$ cat config.mk
export PLATFORM = sky130hd
export DESIGN_NAME = binary_to_decimal_ascii
export DESIGN_NICKNAME = d
export VERILOG_FILES = /design/src/rtl/b2da_pkg.sv /design/src/rtl/b2da_dabble_pipe.sv /design/src/rtl/binary_to_decimal_ascii.sv
export SDC_FILE = /design/constraint.sdc
export NUM_CORES = 1
export LEC_CHECK = 0
export BUFFER_PORTS_ARGS = -buffer_cell sky130_fd_sc_hd__buf_2
export CAP_MARGIN = 20
export CORE_MARGIN = 4
export CORE_UTILIZATION = 61
export DETAILED_ROUTE_END_ITERATION = 10
export GPL_ROUTABILITY_DRIVEN = 0
export HOLD_SLACK_MARGIN = 0.1
export PLACE_DENSITY = 0.78
export SKIP_CTS_REPAIR_TIMING = 1
export SLEW_MARGIN = 15
export SYNTH_ARGS = -nofsm -noshare
export SYNTH_HDL_FRONTEND = slang
export SYNTH_HIERARCHICAL = 1
export SYNTH_SLANG_ARGS = --single-unit
$ cat constraint.sdc
create_clock -name i_clk -period 8.1 [get_ports i_clk]
set_clock_uncertainty 0.1 [all_clocks]
set_input_delay 0.405 -clock i_clk [delete_from_list [all_inputs] [get_ports i_clk]]
set_output_delay 0.405 -clock i_clk [all_outputs]
set_load 0.1 [all_outputs]
$ cat src/rtl/b2da_pkg.sv
// Shared types, constants and the double-dabble step function for the decimal text converter.
package b2da_pkg;

    localparam int VALUE_W         = 32;
    localparam int DIGITS          = 10;
    localparam int BCD_W           = 4 * DIGITS;
    localparam int IDX_W           = $clog2(DIGITS);
    localparam int CHAR_W          = 6;
    localparam int STEPS_PER_STAGE = 4;
    localparam int NUM_STAGES      = VALUE_W / STEPS_PER_STAGE;

    localparam logic [CHAR_W-1:0] CHAR_BASE = 6'h30;
    localparam logic [3:0]        ADD_LIMIT = 4'd5;
    localparam logic [3:0]        ADD_FIX   = 4'd3;

    typedef logic [BCD_W-1:0]   t_bcd;
    typedef logic [VALUE_W-1:0] t_value;
    typedef logic [IDX_W-1:0]   t_idx;

    // Partial conversion: decimal digits built so far and binary bits still to shift in.
    typedef struct packed {
        t_bcd   bcd;
        t_value bin;
    } t_dab;

    // Finished conversion handed from the pipeline to the character serializer.
    typedef struct packed {
        logic valid;
        t_bcd bcd;
    } t_bcd_out;

    function automatic t_dab dabble_steps(input t_dab a);
        t_dab r;
        r = a;
        for (int i = 0; i < STEPS_PER_STAGE; i++) begin
            for (int d = 0; d < DIGITS; d++) begin
                if (r.bcd[d*4 +: 4] >= ADD_LIMIT) begin
                    r.bcd[d*4 +: 4] = r.bcd[d*4 +: 4] + ADD_FIX;
                end
            end
            r.bcd = {r.bcd[BCD_W-2:0], r.bin[VALUE_W-1]};
            r.bin = {r.bin[VALUE_W-2:0], 1'b0};
        end
        return r;
    endfunction

endpackage

$ cat src/rtl/b2da_dabble_pipe.sv
// Pipelined shift-and-add-3 converter from a 32-bit binary value to ten BCD digits.
module b2da_dabble_pipe (
    input  logic                    i_clk,
    input  logic                    i_rst_n,
    input  logic                    i_valid,
    output logic                    o_ready,
    input  b2da_pkg::t_value        i_value,
    output b2da_pkg::t_bcd_out      o_out,
    input  logic                    i_take
);

    logic             r_valid [b2da_pkg::NUM_STAGES];
    b2da_pkg::t_dab   r_dab   [b2da_pkg::NUM_STAGES];
    b2da_pkg::t_dab   n_dab   [b2da_pkg::NUM_STAGES];
    logic             n_valid [b2da_pkg::NUM_STAGES];
    logic             w_adv   [b2da_pkg::NUM_STAGES];

    // A stage moves when it is empty or when the stage after it moves too.
    always_comb begin
        for (int s = b2da_pkg::NUM_STAGES - 1; s >= 0; s--) begin
            if (s == b2da_pkg::NUM_STAGES - 1) begin
                w_adv[s] = !r_valid[s] || i_take;
            end else begin
                w_adv[s] = !r_valid[s] || w_adv[s+1];
            end
        end
    end

    always_comb begin
        for (int s = 0; s < b2da_pkg::NUM_STAGES; s++) begin
            if (s == 0) begin
                n_valid[s] = i_valid;
                n_dab[s]   = b2da_pkg::dabble_steps('{bcd: '0, bin: i_value});
            end else begin
                n_valid[s] = r_valid[s-1];
                n_dab[s]   = b2da_pkg::dabble_steps(r_dab[s-1]);
            end
        end
    end

    always_ff @(posedge i_clk) begin
        for (int s = 0; s < b2da_pkg::NUM_STAGES; s++) begin
            if (!i_rst_n) begin
                r_valid[s] <= 1'b0;
            end else if (w_adv[s]) begin
                r_valid[s] <= n_valid[s];
            end
            if (w_adv[s]) begin
                r_dab[s] <= n_dab[s];
            end
        end
    end

    assign o_ready     = w_adv[0];
    assign o_out.valid = r_valid[b2da_pkg::NUM_STAGES-1];
    assign o_out.bcd   = r_dab[b2da_pkg::NUM_STAGES-1].bcd;

endmodule

$ cat src/rtl/binary_to_decimal_ascii.sv
// Top level: converts 32-bit values to decimal ASCII digit requests, most significant first.
//
//  Channel | Direction | Handshake          | Payload
//  --------+-----------+--------------------+-------------------------------
//  input   | in        | i_valid / o_ready  | i_value[31:0]
//  output  | out       | o_valid / i_ready  | o_digit_char[5:0], o_last_digit
//
// An eight-stage shift-and-add-3 pipeline converts one value per cycle while it is not backed up;
// a value passes through the stages in order and is then loaded into the serializer.
// The serializer emits one character per cycle while i_ready is high, so each value gives
// as many characters as it has digits (1 to 10), and that serializer sets the sustained rate.
// Synchronous active-low reset clears every valid bit; data registers keep their contents.
// A stalled output holds its character and backs the pipeline up without loss.
module binary_to_decimal_ascii (
    input  logic                           i_clk,
    input  logic                           i_rst_n,
    input  logic                           i_valid,
    output logic                           o_ready,
    input  logic [b2da_pkg::VALUE_W-1:0]   i_value,
    output logic                           o_valid,
    input  logic                           i_ready,
    output logic [b2da_pkg::CHAR_W-1:0]    o_digit_char,
    output logic                           o_last_digit
);

    b2da_pkg::t_bcd_out w_pipe;
    logic               w_take;
    logic               w_done;
    b2da_pkg::t_idx     w_start;

    logic               r_busy;
    b2da_pkg::t_bcd     r_bcd;
    b2da_pkg::t_idx     r_idx;
    logic               n_busy;
    b2da_pkg::t_idx     n_idx;

    b2da_dabble_pipe u_pipe (
        .i_clk   (i_clk),
        .i_rst_n (i_rst_n),
        .i_valid (i_valid),
        .o_ready (o_ready),
        .i_value (i_value),
        .o_out   (w_pipe),
        .i_take  (w_take)
    );

    // The first digit shown is the highest nonzero one; zero shows its lowest digit.
    always_comb begin
        w_start = '0;
        for (int d = 0; d < b2da_pkg::DIGITS; d++) begin
            if (w_pipe.bcd[d*4 +: 4] != 4'd0) begin
                w_start = b2da_pkg::IDX_W'(d);
            end
        end
    end

    assign w_done = r_busy && i_ready && (r_idx == '0);
    assign w_take = w_pipe.valid && (!r_busy || w_done);

    always_comb begin
        n_busy = r_busy;
        n_idx  = r_idx;
        if (w_take) begin
            n_busy = 1'b1;
            n_idx  = w_start;
        end else if (w_done) begin
            n_busy = 1'b0;
        end else if (r_busy && i_ready) begin
            n_idx = r_idx - 1'b1;
        end
    end

    always_ff @(posedge i_clk) begin
        if (!i_rst_n) begin
            r_busy <= 1'b0;
        end else begin
            r_busy <= n_busy;
        end
        r_idx <= n_idx;
        if (w_take) begin
            r_bcd <= w_pipe.bcd;
        end
    end

    assign o_valid      = r_busy;
    assign o_digit_char = b2da_pkg::CHAR_BASE + {2'b00, r_bcd[r_idx*4 +: 4]};
    assign o_last_digit = (r_idx == '0);

endmodule

After elaboration in Yosys (flattened, before gate mapping)
Memories as Yosys holds them, arrays and structs flattened.
Cells that the tools add are included.
{"block": "totals", "in_bits": 36, "output_inout_bits": 9, "ram_bits": 552, "wordCells": 949, "ff_bits": 45, "mem_count": 2}
{"name": "u_pipe.r_dab", "words": 8, "word_bits": 68, "read_ports": 8, "rd_clocked_by_memory_dff": 0, "wr": 8, "line_no": "b2da_dabble_pipe.sv:13", "source": "b2da_pkg::t_dab r_dab [b2da_pkg::NUM_STAGES];"}
{"name": "u_pipe.r_valid", "words": 8, "word_bits": 1, "read_ports": 8, "rd_clocked_by_memory_dff": 0, "wr": 8, "line_no": "b2da_dabble_pipe.sv:12", "source": "logic r_valid [b2da_pkg::NUM_STAGES];"}
{"block": "classes", "n_reduce_logical": 34, "bitwise_logic": 8, "addsub": 283, "eq_ne": 1, "shifts": 1, "n_mux": 336, "n_lt_le_gt_ge": 281}
{"op": "$ge 4x3->1 const B", "count": 280}
{"op": "$mux 4", "count": 264}
{"op": "$add 4x2->4 const B", "count": 252}
{"op": "$add 3x2->3 const B", "count": 28}
{"op": "$mux 3", "count": 28}
{"op": "$mux 1", "count": 44}
{"op": "$shiftx 40x7->4", "count": 1}
{"op": "$reduce_bool 4->1", "count": 9}
{"op": "$logic_not 1->1", "count": 9}
{"op": "$logic_or 1x1->1", "count": 9}
{"op": "$or 1x1->1", "count": 8}
{"op": "$add 5x5->6 const A", "count": 1}
{"op": "$add 3x2->4 const B", "count": 1}
{"op": "$logic_not 4->1", "count": 1}
{"op": "$reduce_bool 2->1", "count": 2}
{"op": "$sub 4x1->4 const B", "count": 1}
{"op": "$ge 3x3->1 const B", "count": 1}
{"op": "$logic_and 1x1->1", "count": 3}
{"op": "$ne 2x1->1 const B", "count": 1}
{"op": "$reduce_and 2->1", "count": 1}

Logic depth before layout (Yosys ltp)
Gate-level depths: netlist of run 1.
{"block": "depth", "depth_word": 16, "depth_mapped": 19, "depth_no_buf": 19}

Cells and area by module
Netlist of run 1, hierarchy kept.
{"mod": "b2da_dabble_pipe", "cells_each": 3111, "area_each_um2": 26769.4, "seq_area_each_um2": 9148.8, "n_inst": 1}
{"mod": "binary_to_decimal_ascii", "cells_each": 120, "area_each_um2": 2023.2, "seq_area_each_um2": 1341.3, "n_inst": 1}

Least setup slack after synthesis of run 1
OpenSTA, ideal clock, no wires.
{"block": "synth_timing", "path_kind": "register to register", "from": "reg r_idx[0]", "to": "mem u_pipe.r_valid[0][0], data pin", "arrival_time_ns": 4.545, "path_slack_ns": 3.314, "stages_incl_launch_ff": 14, "t_required_ns": 7.859, "n_path_buf": 3, "cell_sequence": "edfxtp_1 > buf_6 > buf_12 > inv_1 > ha_1 > nand4bb_4 > a21boi_4 > nor2b_1 > and3_1 > and3_1 > clkbuf_1 > and3_1 > nand2_1 > and3_1"}
{"item": "start, declared", "line_no": "binary_to_decimal_ascii.sv:33", "source": "b2da_pkg::t_idx r_idx;"}
{"item": "start signal, assigned", "line_no": "binary_to_decimal_ascii.sv:79", "source": "r_idx <= n_idx;"}
{"item": "end, declared", "line_no": "b2da_dabble_pipe.sv:12"}

Worst setup path after layout of run 1
{"block": "layout_timing", "from": "reg r_idx[0]", "to": "out o_ready"}
{"block": "layout_via", "elab_chain_len": 12}
{"item": "$logic_not 4->1", "line_no": "binary_to_decimal_ascii.sv:57", "source": "assign w_done = r_busy && i_ready && (r_idx == '0);"}
{"item": "$logic_and 1x1->1", "line_no": "binary_to_decimal_ascii.sv:57"}
{"item": "$logic_or 1x1->1", "line_no": "binary_to_decimal_ascii.sv:58", "source": "assign w_take = w_pipe.valid && (!r_busy || w_done);"}
{"item": "$logic_and 1x1->1", "line_no": "binary_to_decimal_ascii.sv:58"}
{"item": "$logic_or 1x1->1", "line_no": "b2da_dabble_pipe.sv:22", "source": "w_adv[s] = !r_valid[s] || i_take;"}
{"item": "$logic_or 1x1->1 (7 in a row)", "line_no": "b2da_dabble_pipe.sv:24", "source": "w_adv[s] = !r_valid[s] || w_adv[s+1];"}
{"item": "end, declared", "line_no": "binary_to_decimal_ascii.sv:18", "source": "output logic o_ready,"}
Every way passes these cells.

==> results of run 1 <==
-- final cells by class --
class,instances,area share
Clock buffer,54,0.0365
Sequential cell,350,0.340
Inverter,186,0.0226
Multi-Input combinational cell,2552,0.547
Clock inverter,23,0.00799
Timing Repair Buffer,89,0.0208
Tap cell,607,0.0246
-- final timing paths --
check | to | slack, ns | depth (start not counted)
min | u_pipe/r_dab[0][32] | 0.10 | 2
max reg2reg | u_pipe/r_dab[1][226] | 3.47 | 13
max | o_ready | 3.02 | 12
min reg2reg | u_pipe/r_dab[0][149] | 0.31 | 0
-- layer usage --
| layer | vias up | global-route usage | wire (µm) |
|---|---|---|---|
| met2 | 563 | 0.395 | 28900 |
| li1 | 12200 | - | - |
| met1 | 11400 | 0.265 | 24800 |
| met4 | 0 | 0.0627 | 1110 |
| met3 | 98 | 0.0236 | 2160 |
| met5 | - | 0 | 0 |
-- per-stage QoR --
stage	std cells	hold slack (ns)	instance area [µm²]
final	3861	0.103	30800
after floorplan	3232	0.300	28800
after global routing	3861	0.124	30800
after global placement	3749	0.301	29100
after detailed placement	3749	0.305	29100
after CTS	3826	-0.134	30500
-- cells in the mapped netlist, drive strengths merged, types with 24 or more instances --
| cell type | instances |
|---|---|
| o21ai | 293 |
| o31ai | 25 |
| a211oi | 55 |
| mux2 | 62 |
| and2 | 33 |
| nand2b | 71 |
| xor2 | 31 |
| nand2 | 280 |
| or3 | 25 |
| nor3 | 57 |
| buf | 52 |
| ha | 139 |
| xnor2 | 104 |
| o211ai | 52 |
| o21a | 42 |
| clkbuf | 92 |
| nand3 | 71 |
| edfxtp | 348 |
| a21oi | 261 |
| a31oi | 51 |
| nor2 | 259 |
| nor2b | 43 |
| o22ai | 47 |
| nor3b | 34 |
| inv | 185 |
| a21o | 47 |
| a22oi | 24 |
| mux2i | 88 |
-- flip-flops by register name, indices dropped and copies added (netlist names) --
signal	cells
r_bcd	40
r_idx	4
o_valid	1
u_pipe/r_dab	297
u_pipe/r_valid	8
-- kinds of logic (layout without fill, tap and decap cells) --
logic type	Yosys count	count (layout)
AOI/OAI and AO/OA	1139	1139
and+or+nand+nor	972	972
DFF	350	350
buffers and inverters	330	352
muxes	158	158
adders and majority gates	146	146
xor gates and xnor gates	135	135
other	1	2
==> impl_metrics.toml, run 1 <==
[global_routing]
antenna_found_initial = 0
grt_pass1_vias = 22300
grt_usage = 0.214
gr-total-overflow = 0
grt_pass1_wl_um = 96700
grt_max_degree = 48

[synth]
synth_edf_count = 348
synth-seq-cells = 350
synth_top_cell_by_area = "edfxtp_1"
synth_fa_ha_area_frac = 0.0629
synth_top_area_frac = 0.363
synth_top_flop_cell = "edfxtp_1"
synth_compound_area_frac = 0.256
synthDistinctLibCells = 95
synthMuxAreaShare = 0.0616
syn_avg_cell_area_um2 = 8.91
synth_top_family_by_area = "compound AO/OA/AOI/OAI gates"
ys_warn_count = 6
synthArstFlopShare = 0
netlist_area_um2 = 28800
synth_cells = 3231
synth_simple_gate_area_share = 0.163
synth_area_leaders = "edfxtp_1, ha_1, o21ai_0"
seq_area_frac_synth = 0.364
synthXorXnorAreaFrac = 0.0413

[die]
initial_core_util = 0.618
die-area_um2 = 50700
die_w_um = 225
ioPinCount = 45
die_height_um = 225
num_rows = 79
core-area_um2 = 46600

[flow_run]
max_cap_violations = 0

[critical_path]
setup.worst_path.start = "r_idx[0]"
worst_ep_arrival_time_ns = 4.58
crit_type = "register to output port"
cp-start-kind = "register"
reg2reg_from = "u_pipe/r_dab[1][156]"
critPathCaptureType = "output port"
cp_slowest_stage_delay_ns = 0.69
cp_max_fo = 47
critical_path_buf_inv_count = 4
worst_ep_required_time_ns = 7.60
cp_slowest_cell = "edfxtp_1"
crit_top_cell = "and3_1"
path_cells = "inv_1 -> ha_1 -> nand4bb_4 -> a21boi_4 -> buf_4 -> nor2b_1 -> and3_1 -> and3_1 -> and3_1 -> nand2_1 -> buf_4 -> buf_2"
crit_family = "buffers and inverters"

[cells_and_area]
mostFrequentLayoutCells = "edfxtp_1, nand2_1, o21ai_0, a21oi_1, nor2_1"
drive_gt1_frac = 0.0713
nFillCells = 3576
area_growth_pct = 7.10
regArea_um2 = 10500
multi_input_area_um2 = 16900
antenna_cells = 0
final_nets = 3396
layout_commonest_cell = "edfxtp_1"
finish.utilization = 0.662

[hold_path]
hold_class = "input pin to register"
holdCritStartpoint = "i_value[30]"

[clock_network]
max-clock-path-buffers = 3
insertion_delay_ns = 0.57
cts_tree = "done"
clk_pin_slew_ns = 0.06
clkSinkCount = 350
cts-root-buf = "clkbuf_16"
htreeDepth = 2
numCtsBuffers = 42

[sta]
setup_violations = 0
min_period_ns = 5.08
grt_setup_unrepaired = "false"
fin_crit_sh = 0.628
finalWorstSetupSlack_ns = 3.02
max_freq_mhz = 197
slew_viol_final = 0
fin_tns_setup_ns = 0
worst_pin_slew_ns = 1.10
slew-limit-headroom = 0.264
hold_viol_final = 0

[route]
drt-vias-per-instance = 6.27
wl_um = 57000
ant_nets = 0
wire_per_inst_um = 14.8
drc = 0
drtIter0Drc = 1761
dr.pass1.iters = 6
vias = 24200

[place]
place_ws_ns = 3.57
hpwl_um = 41100
port-buffer-count = 42

[outcome]
outcome = "finished, final reports clean"
Power of run 1 is left out: the tool's default activity adds up to more than one toggle a clock period on the data nets, which glitch-free logic cannot reach.
==> run 2: changes to the inputs <==
Clock period 8.1 ns to 5 ns, I/O delays scaled along.
==> run 2 against run 1 <==
  * Count of clock-buffer cells in the layout is 8 lower
  * Routed wire length increased by 1.8%
  * Cell count about the same
  * Non-clock buffer count grew 9
  * First-iteration DRC count decreased by 2.2%
  * Utilization about the same
  * Largest cell class unchanged
==> impl_metrics.toml, run 2 (synthesis gave the netlist of run 1 again) <==
[critical_path]
worst_ep_arrival_time_ns = 4.77
crit_type = "register to register"
worst_ep_required_time_ns = 5.21
critPathCaptureType = "register"
cp_max_fo = 14
cp-start-kind = "register"

[clock_network]
numCtsBuffers = 39
clk_pin_slew_ns = 0.06
cts-root-buf = "clkbuf_16"
max-clock-path-buffers = 3
clkSinkCount = 350
insertion_delay_ns = 0.58
htreeDepth = 2
cts_tree = "done"

[cells_and_area]
multi_input_area_um2 = 16900
antenna_cells = 0
area_growth_pct = 7.16
top_regs = "u_pipe/r_dab x297, r_bcd x40, u_pipe/r_valid x8"
layout_commonest_cell = "edfxtp_1"
mostFrequentLayoutCells = "edfxtp_1, nand2_1, o21ai_0, a21oi_1, nor2_1"
regArea_um2 = 10500
final_nets = 3402
drive_gt1_frac = 0.0709
largest-register = "u_pipe/r_dab"
largest_reg_flops = 297
nFillCells = 3574

[sta]
hold_viol_final = 0
slew-limit-headroom = 0.302
grt_setup_unrepaired = "false"
worst_pin_slew_ns = 1.02
fin_tns_setup_ns = 0
slew_viol_final = 0
fin_crit_sh = 0.912
max_freq_mhz = 219
setup_violations = 0
min_period_ns = 4.56

[die]
initial_core_util = 0.618
die-area_um2 = 50700
num_rows = 79
die_w_um = 225
ioPinCount = 45
core-area_um2 = 46600
die_height_um = 225

[global_routing]
grt_pass1_vias = 22700
grt_pass1_wl_um = 97400
grt_max_degree = 47
gr-total-overflow = 0
grt_usage = 0.216
antenna_found_initial = 0

[place]
hpwl_um = 41500
port-buffer-count = 42

[route]
wire_per_inst_um = 15.0
ant_nets = 0
drtIter0Drc = 1723
drt-vias-per-instance = 6.30
vias = 24300
wl_um = 58000
drc = 0
dr.pass1.iters = 6

[outcome]
outcome = "finished, final reports clean"

[flow_run]
max_cap_violations = 0

[hold_path]
hold_class = "input pin to register"
-- run 2: cell count changes in the layout (fill, tap and decap cells not counted), moves of 2 or more --
cell	previous run	this run
clkinv_2	6	3
clkbuf_1	9	7
dlygate4sd3_1	32	37
buf_4	13	19
clkbuf_16	42	39
clkbuf_8	3	0
inv_6	1	3
buf_2	43	41
-- run 2: path summary, 6_finish.rpt --
path	from	endpoint	slack [ns]	depth (start not counted)
max	u_pipe/r_dab[1][156]	u_pipe/r_dab[1][226]	0.44	13
min	i_value[1]	u_pipe/r_dab[0][1]	0.28	2
min reg2reg	u_pipe/r_dab[1][22]	u_pipe/r_dab[1][90]	0.31	0
max reg2reg	u_pipe/r_dab[1][156]	u_pipe/r_dab[1][226]	0.44	13
-- run 2: critical path, cell delays in order, from the launching register on --
cell and delay (ns):
edfxtp_1 0.52, inv_1 0.12, ha_1 0.27, nor3b_2 0.08, a21oi_1 0.76, o21ai_0 0.38
o211ai_2 0.32, inv_2 0.18, ha_1 0.23, a211o_1 0.29, a211o_1 0.36, or3_1 0.36
a31oi_2 0.23, xor2_1 0.10
-- run 2: layout make-up --
class                   count  share of cell area
clock inverters            25             0.00937
multi-input cells        2552               0.547
repair buffers             98              0.0239
inverters                 186              0.0226
clock buffers              46              0.0325
flip-flops and latches    350               0.340
well taps                 607              0.0246
-- run 2: stage by stage --
stage / std cells / instance area, µm² / setup WS (ns) / utilization / hold WS (ns)
finish: 3864 / 30900 / 0.439 / 0.663 / 0.277
global route: 3864 / 30900 / 0.0722 / 0.663 / 0.264
CTS: 3825 / 30500 / 0.492 / 0.654 / -0.290
detailed placement: 3754 / 29200 / 0.519 / 0.627 / 0.305
global placement: 3754 / 29200 / 0.812 / 0.627 / 0.301
floorplan: 3232 / 28800 / 0.214 / - / 0.249
-- run 2: per-layer routing --
metal | part of all wire | up-vias | global-route usage
li1 | - | 12200 | -
met1 | 0.43 | 11400 | 0.262
met2 | 0.51 | 615 | 0.401
met3 | 0.040 | 105 | 0.0267
met4 | 0.021 | 0 | 0.0680
met5 | 0 | - | 0
Power of run 2 is left out for the same reason.
==> run 3: changes to the inputs <==
Settings changed: PLACE_DENSITY 0.78 to 0.75, SYNTH_HIERARCHICAL 1 to default.
==> run 3 against run 2 <==
  * Setup slack better by 0.21 ns
  * Register-to-register slack improved by 0.51 ns
  * Worst hold slack gained 0.0076 ns
  * Critical path type is now register to output port
  * Via count fell by 2.3%
  * Flip-flop and latch count is the same
  * Synthesized cell count is 1.6% lower
  * Utilization rose by 0.95 points
==> impl_metrics.toml, run 3 <==
[outcome]
outcome = "finished, final reports clean"

[die]
die_height_um = 226
core-area_um2 = 46700
die_w_um = 226
ioPinCount = 45
initial_core_util = 0.619
die-area_um2 = 50900
num_rows = 79

[place]
port-buffer-count = 42
place_inst = 3755
place_ws_ns = 0.964
hpwl_um = 41700

[cells_and_area]
top_regs = "u_pipe.r_dab x297, r_bcd x40, u_pipe.r_valid x8"
area_growth_pct = 8.52
layout_commonest_cell = "edfxtp_1"
final_nets = 3413
fin_cells = 3864
drive_gt1_frac = 0.106
mostFrequentLayoutCells = "edfxtp_1, nand2_1, nor2_1, a21oi_1"
largest-register = "u_pipe.r_dab"
largest_reg_flops = 297

[sta]
fin_tns_setup_ns = 0
fin_crit_sh = 0.869
hold_viol_final = 0
setup_violations = 0
slew_viol_final = 0
slew-limit-headroom = 0.417
max_freq_mhz = 230
grt_setup_unrepaired = "false"
min_period_ns = 4.35
worst_pin_slew_ns = 0.870
finalWorstSetupSlack_ns = 0.654

[clock_network]
clkSinkCount = 350
cts_tree = "done"
htreeDepth = 2
clk_pin_slew_ns = 0.06
cts-root-buf = "clkbuf_16"
max-clock-path-buffers = 3
insertion_delay_ns = 0.58
numCtsBuffers = 40

[global_routing]
grt_pass1_wl_um = 96100
grt_max_degree = 43
grt_pass1_vias = 22300
antenna_found_initial = 1
gr-total-overflow = 0
grt_usage = 0.214

[critical_path]
cp_slowest_stage_delay_ns = 0.86
crit_family = "simple AND/OR/NAND/NOR gates"
worst_ep_required_time_ns = 4.65
worst_ep_arrival_time_ns = 4.00
r2r_setup_slack_ns = 0.95
cp_max_fo = 35
crit_top_cell = "and3_1"
path_cells = "inv_1 -> ha_1 -> nor3b_2 -> a21oi_1 -> and3_1 -> and3_1 -> and3_1 -> nand3_2 -> buf_4 -> buf_2"
critical_path_buf_inv_count = 3
crit_type = "register to output port"
cp-start-kind = "register"
cp_slowest_cell = "edfxtp_1"
critPathCaptureType = "output port"

[synth]
synth_most_common_cell = "edfxtp_1"
seq_area_frac_synth = 0.363
synth_area_leaders = "edfxtp_1, ha_1, a21oi_1"
synthDistinctLibCells = 114
synth_top_area_frac = 0.362
netlist_area_um2 = 28900
synth-seq-cells = 350
synth_edf_count = 348
synth_top_flop_cell = "edfxtp_1"
ys_warn_count = 0
synth_commonest_cells = "edfxtp_1, nand2_1, nor2_1, a21oi_1"
synth_cells = 3179
synthArstFlopShare = 0
syn_avg_cell_area_um2 = 9.09
synth_top_cell_by_area = "edfxtp_1"

[route]
drt-vias-per-instance = 6.16
drc = 0
wl_um = 57000
wire_per_inst_um = 14.8
vias = 23800
dr.pass1.iters = 6
drtIter0Drc = 1293
ant_nets = 0

[flow_run]
max_cap_violations = 0

[hold_path]
hold_class = "input pin to register"
-- run 3: changes by cell type after synthesis, sizes merged, moves of 12 or more --
cell and delta:
inv +40, buf -31, clkbuf -26, nand3 -22
a211oi +18, or2 +18, nor3 +12
-- run 3: metal layers --
metal,vias up,wire length [µm],track usage,part of all wire
li1,12100,-,-,-
met1,11200,23800,0.249,0.42
met2,445,30000,0.412,0.53
met3,92,1920,0.0255,0.034
met4,0,1300,0.0622,0.023
met5,-,0,0,0
-- run 3: through the flow --
step / cell area [µm²] / hold slack [ns] / utilization
after detailed placement: 29600 / 0.305 / 0.635
after global placement: 29600 / 0.302 / 0.635
after global routing: 31400 / 0.262 / 0.672
after CTS: 31000 / -0.286 / 0.664
final: 31400 / 0.285 / 0.672
after floorplan: 28900 / 0.249 / -
-- run 3: layout make-up --
type	instances	area, µm²
inverters	225	845
repair buffers	92	678
flip-flops and latches	350	10500
well taps	607	759
clock buffers	44	1020
multi-input cells	2518	17200
clock inverters	27	352
diodes	1	2.50
fillers	3685	15300
-- run 3: worst paths after layout --
kind / depth (start not counted) / to / start
max: 10 / o_ready / r_idx[0]
min: 2 / u_pipe.r_dab[0][28] / i_value[28]
max reg2reg: 13 / u_pipe.r_dab[1][186] / u_pipe.r_dab[1][108]
min reg2reg: 0 / u_pipe.r_dab[0][162] / u_pipe.r_dab[0][90]
-- run 3: cell families (layout without fill, tap and decap cells) --
| group | Yosys count | in the layout | synth area share |
|---|---|---|---|
| and+or+nand+nor | 964 | 964 | 0.164 |
| adders and majority gates | 153 | 153 | 0.0660 |
| other | 1 | 3 | 0.000130 |
| DFF | 350 | 350 | 0.363 |
| xor gates and xnor gates | 135 | 135 | 0.0491 |
| buffers and inverters | 312 | 388 | 0.0417 |
| muxes | 141 | 141 | 0.0554 |
| AOI/OAI and AO/OA | 1123 | 1123 | 0.261 |
Power of run 3 is left out for the same reason.
